File: src/hdl/ghsm_ram.sv
// ============================================================================
// ghsm_ram - simple dual-port RAM
// One write port and one read port with registered read data.
// ============================================================================
module ghsm_ram #(
    parameter int WIDTH = 8,
    parameter int DEPTH = 256
) (
    input  logic                     i_clk,
    input  logic                     i_we,
    input  logic [$clog2(DEPTH)-1:0] i_waddr,
    input  logic [WIDTH-1:0]         i_wdata,
    input  logic [$clog2(DEPTH)-1:0] i_raddr,
    output logic [WIDTH-1:0]         o_rdata
);

    logic [WIDTH-1:0] r_mem [DEPTH];
    logic [WIDTH-1:0] r_rdata;

    always_ff @(posedge i_clk) begin
        if (i_we) begin
            r_mem[i_waddr] <= i_wdata;
        end
        r_rdata <= r_mem[i_raddr];
    end

    assign o_rdata = r_rdata;

endmodule

File: config.mk
export PLATFORM = sky130hd
export DESIGN_NAME = ghsm_ram
export DESIGN_NICKNAME = d
export VERILOG_FILES = /design/src/hdl/ghsm_ram.sv
export SDC_FILE = /design/constraint.sdc
export NUM_CORES = 2
export LEC_CHECK = 0
export BUFFER_PORTS_ARGS = -buffer_cell sky130_fd_sc_hd__buf_2
export CAP_MARGIN = 20
export CORE_ASPECT_RATIO = 1.4
export CORE_MARGIN = 2
export CORE_UTILIZATION = 63
export CTS_CLUSTER_SIZE = 8
export DETAILED_ROUTE_END_ITERATION = 10
export PLACE_DENSITY = 0.79
export SETUP_SLACK_MARGIN = 0.4
export SLEW_MARGIN = 30
export SYNTH_ARGS = -nofsm -noshare
export SYNTH_HDL_FRONTEND = slang
export SYNTH_SLANG_ARGS = --single-unit
File: constraint.sdc
create_clock -name i_clk -period 3.8 [get_ports i_clk]
set_input_delay 1.14 -clock i_clk [delete_from_list [all_inputs] [get_ports i_clk]]
set_output_delay 1.14 -clock i_clk [all_outputs]
set_load 0.1 [all_outputs]
==> run_results.csv <==
group,metric,value,unit
run_status,status,"finished clean",
clocking,cts_tree,"built",
synthesis,netlist_instances,3733,
clocking,cts_resized,0,
synthesis,synth_edf_count,2048,
routing,wirelength,216000,um
synthesis,yosysTopAreaCellShare,77.3,%
synthesis,synth_top_family_by_area,"multiplexers",
finish,syn_to_final_growth,17.1,%
critical_path,cp.arrival,4.15,ns
critical_path,startpoint_type,"input pin",
critical_path,crit_chain,"buf_8 -> buf_12 -> buf_12 -> buf_12 -> buf_4 -> mux2i_1 -> o221ai_1 -> o22ai_1 -> nor3_1 -> nor4_1 -> nor4_2",
synthesis,synth-compound-area-share,3.42,%
clocking,postCtsHoldBufs,0,
critical_path,cp.required,4.53,ns
power,peakVddDrop,522,uV
synthesis,syn_avg_cell_area,21.3,um^2
sta,period_needed,3.41,ns
finish,final_util,74.2,%
routing,vias,43911,
critical_path,cp-end-kind,"flop",
sta,finClkSkew,0.0427,ns
sta,slew_headroom,29.2,%
sta,setup_slack,0.388,ns
die,rows,154,
routing,ant_nets,0,
critical_path,slowest_delay,0.91,ns
finish,drive_above_1_share,30.6,%
sta,hold_viol,0,
sta,fin_setup_tns,0,ns
clocking,cts_buffers,306,
routing,via_per_inst,7.27,
finish,fill_cells,6269,
placement,dp_slack,-0.337,ns
synthesis,ys.flop_type,"edfxtp_1",
sta,timing.fmax,293,MHz
power,power.share.clock,45.7,%
placement,postPlaceCellArea,85200,um^2
critical_path,critPathKind,"in2reg",
sta,rsz0062_at_grt,"false",
synthesis,synthSimpleGateAreaFrac,2.63,%
synthesis,synth-seq-cells,2056,
routing,drt_iter0_drc,6695,
synthesis,synthArstFlopShare,0,%
global_route,grt_pass1_wl,313000,um
clocking,htree_levels,5,
synthesis,synth-xor-area-share,0,%
power,sw_frac_of_total,20.9,%
global_route,grt-ovfl-total,0,
sta,setup_viol,0,
die,start_util,63.3,%
hold_path,min_path_type,"in2reg",
placement,place_hpwl,125000,um
synthesis,syn_area,79600,um^2
global_route,grt_usage,33.9,%
clocking,clock_sinks,2056,
synthesis,synthesis.nets,3759,
die,num_io_pins,34,
synthesis,synth_warnings,0,
clocking,clk_latency,0.89,ns
global_route,antenna_found_initial,12,
critical_path,critPathMostFrequentCell,"buf_12",
sta,tightest_slew,1.05,ns
die,die_height,424,um
clocking,cts_setup_buffers,0,
job,maxCapViolations,0,
global_route,first_global_vias,45627,
routing,first_pass_iters,7,
global_route,grt_max_degree,110,
synthesis,synth.distinct_cells,55,
synthesis,yosysMostFrequentCell,"edfxtp_1",
placement,io_buffers,33,
power,internal_power,40.4,mW
power,power_leakage,30.3,nW
sta,fin_crit_sh,89.8,%
sta,fin_hold_ws,0.761,ns
synthesis,yosysTopAreaCell,"edfxtp_1",
placement,place_congestion,0.919,
clocking,clk_pin_slew,0.05,ns
power,p_sw,10.7,mW
die,coreArea,126000,um^2
critical_path,crit_slowest_cell,"nor4_1",
critical_path,critPathMaxFanout,35,
critical_path,cp_top_family,"buffers and inverters",
synthesis,synthTopCellsByCount,"edfxtp_1 (2,048), mux4_2 (454), nor2_1 (282)",
die,die_area,129000,um^2
clocking,clockBufferDepth,4,
finish,nNetsFinal,4382,
routing,drc,0,
synthesis,synth_fa_ha_area_share,0,%
clocking,root_buffer,"clkbuf_16",
power,power.density,548,nW/um^2
routing,post_drt_wl_per_cell,35.8,um
synthesis,synth.area.top_cells,"edfxtp_1 (77%), mux4_2 (13%), mux2i_1 (1.7%), nor2_1 (1.3%), a22oi_1 (1.3%)",
power,pwr-share-seq,49.2,%
critical_path,worst-path-buf-inv,5,
synthesis,synthMuxAreaShare,14.6,%
sta,slew_viol_final,0,
die,fp.dieW,304,um
finish,final_area,93200,um^2
synthesis,seq_area_frac_synth,77.5,%
power,combinationalPowerShare,5.2,%
-- worst register-to-register path, cell delays in order, from the launching register on --
cell       delay (ns)
edfxtp_1         0.36
mux4_2           0.52
mux4_2           0.50
nor2_1           0.24
a2111oi_2        0.13
nor3_1           0.56
buf_4            0.24
nor4_2           0.04
-- registers in the layout (all words and copies together), names as in the netlist --
name and cells:
o_rdata 8, r_mem 2048
-- cell usage in the layout, fill, tap and decap left out, types with 28 or more instances in the layout --
cell,count
o22ai_1,28
mux2i_1,134
a22oi_1,133
nor2b_1,28
mux4_2,454
a21oi_1,95
buf_12,66
nor2_1,279
buf_4,450
o221ai_1,46
edfxtp_1,2048
nand2_1,33
nand3_1,34
clkbuf_1,30
clkbuf_16,311
-- power by group through the flow --
stage / sequential (mW) / combinational (mW) / clock (mW)
5_1_grt: 25.1 / 2.71 / 24.3
6_report: 25.1 / 2.63 / 23.3
2_1_floorplan: 25.6 / 1.21 / 0
3_3_place_gp: 25.5 / 2.46 / 0
4_1_cts: 25.1 / 2.59 / 23.4
3_5_place_dp: 25.5 / 2.52 / 0
-- per-stage QoR --
stage / power, mW / cells
after CTS: 51.1 / 6035
after global placement: 28.0 / 5686
after floorplan: 26.8 / 3733
after detailed placement: 28.0 / 5686
final: 51.1 / 6042
after global routing: 52.1 / 6035
-- cells by family (layout without fill, tap and decap cells) --
kind of cell	Yosys count	count (layout)
buffers and inverters	235	899
muxes	591	591
AOI/OAI and AO/OA	385	385
DFF	2056	2056
and+or+nand+nor	466	466
other	0	7
-- routing by layer --
metal | GRT usage (%) | up-vias | wire [um]
li1 | - | 16804 | -
met1 | 40.4 | 22367 | 68400
met2 | 56.1 | 3798 | 108000
met3 | 8.32 | 928 | 23700
met4 | 21.5 | 14 | 16300
met5 | 0 | - | 92
-- final cells by class --
type | instances | area, um^2 | area share [%]
Antenna cell | 7 | 17.5 | 0.0188
Clock buffer | 341 | 7900 | 8.47
Clock inverter | 8 | 85.1 | 0.0913
Inverter | 2 | 7.51 | 0.00806
Multi-Input combinational cell | 1442 | 16500 | 17.7
Sequential cell | 2056 | 61700 | 66.2
Tap cell | 1638 | 2050 | 2.20
Timing Repair Buffer | 548 | 4950 | 5.31
-- worst paths after layout --
path	startpoint	end	depth (start not counted)	slack (ns)
worst max-delay path	i_raddr[0]	o_rdata[0]$_DFF_P_	11	0.39
worst min-delay path	i_wdata[7]	r_mem[36][7]$_DFFE_PP_	1	0.76
worst max register to register	r_mem[139][2]$_DFFE_PP_	o_rdata[2]$_DFF_P_	7	1.08
worst min register to register	r_mem[199][2]$_DFFE_PP_	o_rdata[2]$_DFF_P_	5	1.14
Note: power is estimated with default switching activity, not from simulation.
