--- src/hdl/ghsm_pkg.sv ---
// ============================================================================
// ghsm_pkg - shared definitions for the generational handle slot map
// Sizes, operation and status codes, shared unit operations and the result
// record used by the channel interfaces and the modules.
// ============================================================================
package ghsm_pkg;

    localparam int MAX_SLOTS = 256;
    localparam int GEN_BITS  = 16;

    localparam int IDX_W    = $clog2(MAX_SLOTS);
    localparam int CNT_W    = $clog2(MAX_SLOTS + 1);
    localparam int ALU_W    = (GEN_BITS > CNT_W) ? GEN_BITS : CNT_W;
    localparam int FUNC_W   = 2;
    localparam int STATUS_W = 2;

    // Operation codes.
    localparam logic [FUNC_W-1:0] F_CREATE   = 2'd0;
    localparam logic [FUNC_W-1:0] F_DESTROY  = 2'd1;
    localparam logic [FUNC_W-1:0] F_VALIDATE = 2'd2;

    // Status codes.
    localparam logic [STATUS_W-1:0] ST_OK      = 2'd0;
    localparam logic [STATUS_W-1:0] ST_INVALID = 2'd1;
    localparam logic [STATUS_W-1:0] ST_FULL    = 2'd2;

    // Shared unit operations.
    typedef enum logic [1:0] {
        ALU_LT,
        ALU_EQ,
        ALU_INC,
        ALU_DEC
    } t_alu_op;

    typedef struct packed {
        t_alu_op          op;
        logic [ALU_W-1:0] a;
        logic [ALU_W-1:0] b;
    } t_alu_req;

    typedef struct packed {
        logic             flag;
        logic [ALU_W-1:0] value;
    } t_alu_rsp;

    typedef struct packed {
        logic [STATUS_W-1:0] status;
        logic [IDX_W-1:0]    out_index;
        logic [GEN_BITS-1:0] out_generation;
        logic [IDX_W-1:0]    dense_position;
        logic                moved;
        logic [IDX_W-1:0]    moved_from;
        logic [CNT_W-1:0]    live_entries;
    } t_rsp;

endpackage

--- src/hdl/ghsm_alu.sv ---
// ============================================================================
// ghsm_alu - shared compare and increment unit
// Less-than, equality, increment and decrement on one operand pair.
// ============================================================================
module ghsm_alu import ghsm_pkg::*; (
    input  t_alu_req i_req,
    output t_alu_rsp o_rsp
);

    always_comb begin
        o_rsp.flag  = 1'b0;
        o_rsp.value = '0;
        case (i_req.op)
            ALU_LT:  o_rsp.flag  = (i_req.a < i_req.b);
            ALU_EQ:  o_rsp.flag  = (i_req.a == i_req.b);
            ALU_INC: o_rsp.value = i_req.a + ALU_W'(1);
            ALU_DEC: o_rsp.value = i_req.a - ALU_W'(1);
            default: o_rsp.value = '0;
        endcase
    end

endmodule

--- config.mk ---
export PLATFORM = sky130hd
export DESIGN_NAME = ghsm_alu
export DESIGN_NICKNAME = d
export VERILOG_FILES = /design/src/hdl/ghsm_pkg.sv /design/src/hdl/ghsm_alu.sv
export SDC_FILE = /design/constraint.sdc
export NUM_CORES = 1
export LEC_CHECK = 0
export ABC_CLOCK_PERIOD_IN_PS = 4250
export BUFFER_PORTS_ARGS = -buffer_cell sky130_fd_sc_hd__buf_2
export CAP_MARGIN = 20
export CORE_MARGIN = 2
export CORE_UTILIZATION = 50
export DETAILED_ROUTE_END_ITERATION = 8
export PLACE_DENSITY = 0.86
export SLEW_MARGIN = 20
export SYNTH_ARGS = -nofsm -noshare
export SYNTH_HDL_FRONTEND = slang
export SYNTH_SLANG_ARGS = --single-unit
--- constraint.sdc ---
create_clock -name vclk -period 4.25
set_clock_uncertainty 0.15 [all_clocks]
set_input_delay 0.2125 -clock vclk [all_inputs]
set_output_delay 0.2125 -clock vclk [all_outputs]
set_load 0.05 [all_outputs]
==> results by group <==
Status
  • Status: finished clean

Worst setup path
  • WS Path Type: primary input to output pin
  • Worst EP required: 3.89 ns
  • WP data arrival: 2.44 ns
  • CP max FO: 14
  • Critical path capture point type: output pin
  • Slowest-stage cell, CP: ha_1
  • Critical-path cell list: buf_2, nand2_4, xnor2_1, ha_1, nor4_4, a21oi_2, a31oi_4, mux2i_1, mux2i_1, buf_2
  • CP peak stage delay: 0.29 ns
  • Critical Path Source Type: primary input

Synthesis
  • Synth area leaders: ha_1 (18%), xnor2_1 (6.8%), inv_1 (6.5%)
  • Yosys warning count: 0
  • Synth Net Count: 237
  • Post-synthesis adder-cell area fraction: 17.6%
  • Largest family of logic cells by synthesized area: simple AND/OR/NAND/NOR gates
  • Post-synthesis simple-gate area fraction: 34.4%
  • Seq/Total Area, Yosys: 0%
  • Cell variety after synth: 48
  • Synth top area share: 17.6%
  • Mux contribution to synthesized area: 5.87%
  • Compound-Gate Fraction of Synth Area: 21.4%
  • Area leader, netlist: ha_1
  • Avg Cell Area, Syn: between 6 and 7 µm²
  • Syn Inst Count: 185
  • Area share of xor/xnor cells in the synthesized design: about a tenth
  • Mapped Area: roughly 0.0013 mm²

Final layout
  • Clock buffers: 0
  • Fraction of layout instances using a drive strength above 1: 28.6%
  • Synth-to-layout area growth: 18.7%
  • Sequential cells: 0
  • Antenna Cells: 0
  • Nets: 281
  • Layout Cell Area excl Fill: 0.00152 mm²
  • Commonest non-fill, non-tap cell in the layout: buf_2
  • Filler instances: ~250
  • Most frequent cells in the layout: buf_2 (51), inv_1 (22), ha_1 (18)
  • Register area: 0 µm²

Clock network
  • Cts hold-fix bufs: 0
  • Post-cts repair resize count: 0
  • Postcts setup bufs: 0

Routing
  • DR DRC count: 0
  • Total Wirelength: 3030 µm
  • Vias post-DR: between 1k and 1.5k
  • Drt pass-1 iters: 4
  • Final ANT Viol Nets: 0
  • Vias per inst: ~5.6
  • Initial drt markers: 20
  • Wire per inst: 11.8 µm

Timing
  • # setup viols final: 0
  • Total negative slack: 0 ns
  • Period utilization: 66.0%
  • Min Tclk post-route: 2.80 ns
  • Worst-Margin Slew: ~0.45 ns
  • Slew headroom: 69.9%
  • Max-slew violation count: 0
  • Fin. Hold Viols: 0
  • RSZ-0062 raised after global routing: no
  • Maximum clock rate: 357 MHz

Global routing
  • Initial antenna violation count: 0
  • Total GRT Usage: 22.3%
  • Remaining Overflow, GRT: 0
  • Vias in the first global route: 1184
  • Largest net degree at the start of global routing: 15
  • First-pass GRT wire length: 5110 µm

Die
  • Die Y: 54.6 µm
  • Core ar.: 0.00245 mm²
  • Std cell rows: 18
  • Die area: roughly 0.0030 mm²
  • Die Wd: between 50 and 60 µm
  • # IOs: 51
  • Initial Utilization: a little over half

Min path
  • Hold Path Class: primary input to output pin

Power and ir drop
  • Pwr per Cell Area: 121 mW/mm²
  • Leak pwr: 0.749 nW
  • Max VDD drop: 0.0818 mV

Run
  • Maximum Capacitance Violations: 0

Placed design
  • Placement Cell Area: between 0.0015 and 0.002 mm²
  • Hpwl dp: approximately 2500 µm
  • Placer congestion estimate: 0.866
  • Port Buffer Count: 51
==> cell families (layout without fill, tap and decap cells) <==
family,after synthesis,after routing
compound gates,38,38
xor+xnor,14,14
fa+ha+maj,18,18
buf+inv,32,74
mux,7,7
simple gates,76,76
==> final timing paths <==
| check | start | end | slack [ns] | cells after the start |
|---|---|---|---|---|
| max | i_req[32] | o_rsp[10] | 1.45 | 10 |
| min | i_req[16] | o_rsp[0] | 0.69 | 3 |
==> metrics by stage <==
| step | hold slack, ns | total power, mW | setup WS, ns | utilization [%] | std cells |
|---|---|---|---|---|---|
| floorplan | 0.451 | 0.136 | 1.45 | - | 185 |
| global placement | 0.698 | 0.181 | 1.52 | 61.8 | 257 |
| detailed placement | 0.694 | 0.183 | 1.45 | 61.8 | 257 |
| CTS | 0.694 | 0.183 | 1.45 | 61.8 | 257 |
| global route | 0.716 | 0.202 | 1.25 | 61.8 | 257 |
| finish | 0.691 | 0.183 | 1.45 | 61.8 | 257 |
==> metal layers <==
metal / share of wire, % / up-vias / track usage, %
met5: 0 / - / 0
met4: 0 / 0 / 0
met3: 4.7 / 0 / 0.546
met2: 48 / 40 / 40.0
met1: 48 / 637 / 31.2
li1: - / 753 / -
==> layout make-up <==
type	instances	area [µm²]	area share, %
multi-input combinational	153	1140	74.9
timing repair buffer	51	255	16.8
tap	30	37.5	2.47
inverter	23	87.6	5.77
==> worst max-delay path: cells and delay by family <==
kind / cells / cell delay (ns)
buffers and inverters: 2 / 0.54
and+or+nand+nor: 2 / 0.45
muxes: 2 / 0.44
AOI/OAI and AO/OA: 2 / 0.33
adders and majority gates: 1 / 0.29
xor gates and xnor gates: 1 / 0.16
==> cells in the mapped netlist (all sizes together) <==
cell type and n:
o211ai 1, nand3b 1, a22o 1, a21oi 14
o22ai 1, inv 22, clkinv 1, nor2b 1
o2bb2ai 2, mux2i 6, nor2 17, a2111oi 1
and4 3, a22oi 1, o41ai 1, o21a 2
mux2 1, nor4 4, nor3 12, o22a 1
and3 2, or3 2, nand4 7, clkbuf 3
ha 18, a21o 1, or4 1, a2111o 1
a31oi 4, nand2 13, a221oi 1, xnor2 10
buf 6, or2b 2, nand3 7, and2 4
o21ai 6, xor2 4
==> report_power, final <==
group | internal [mW] | leakage [nW] | switching [mW]
Sequential | 0 | 0 | 0
Clock | 0 | 0 | 0
Combinational | 0.0618 | 0.749 | 0.121
Total | 0.0618 | 0.749 | 0.121
No activity file was read; power rests on OpenSTA's default activity.
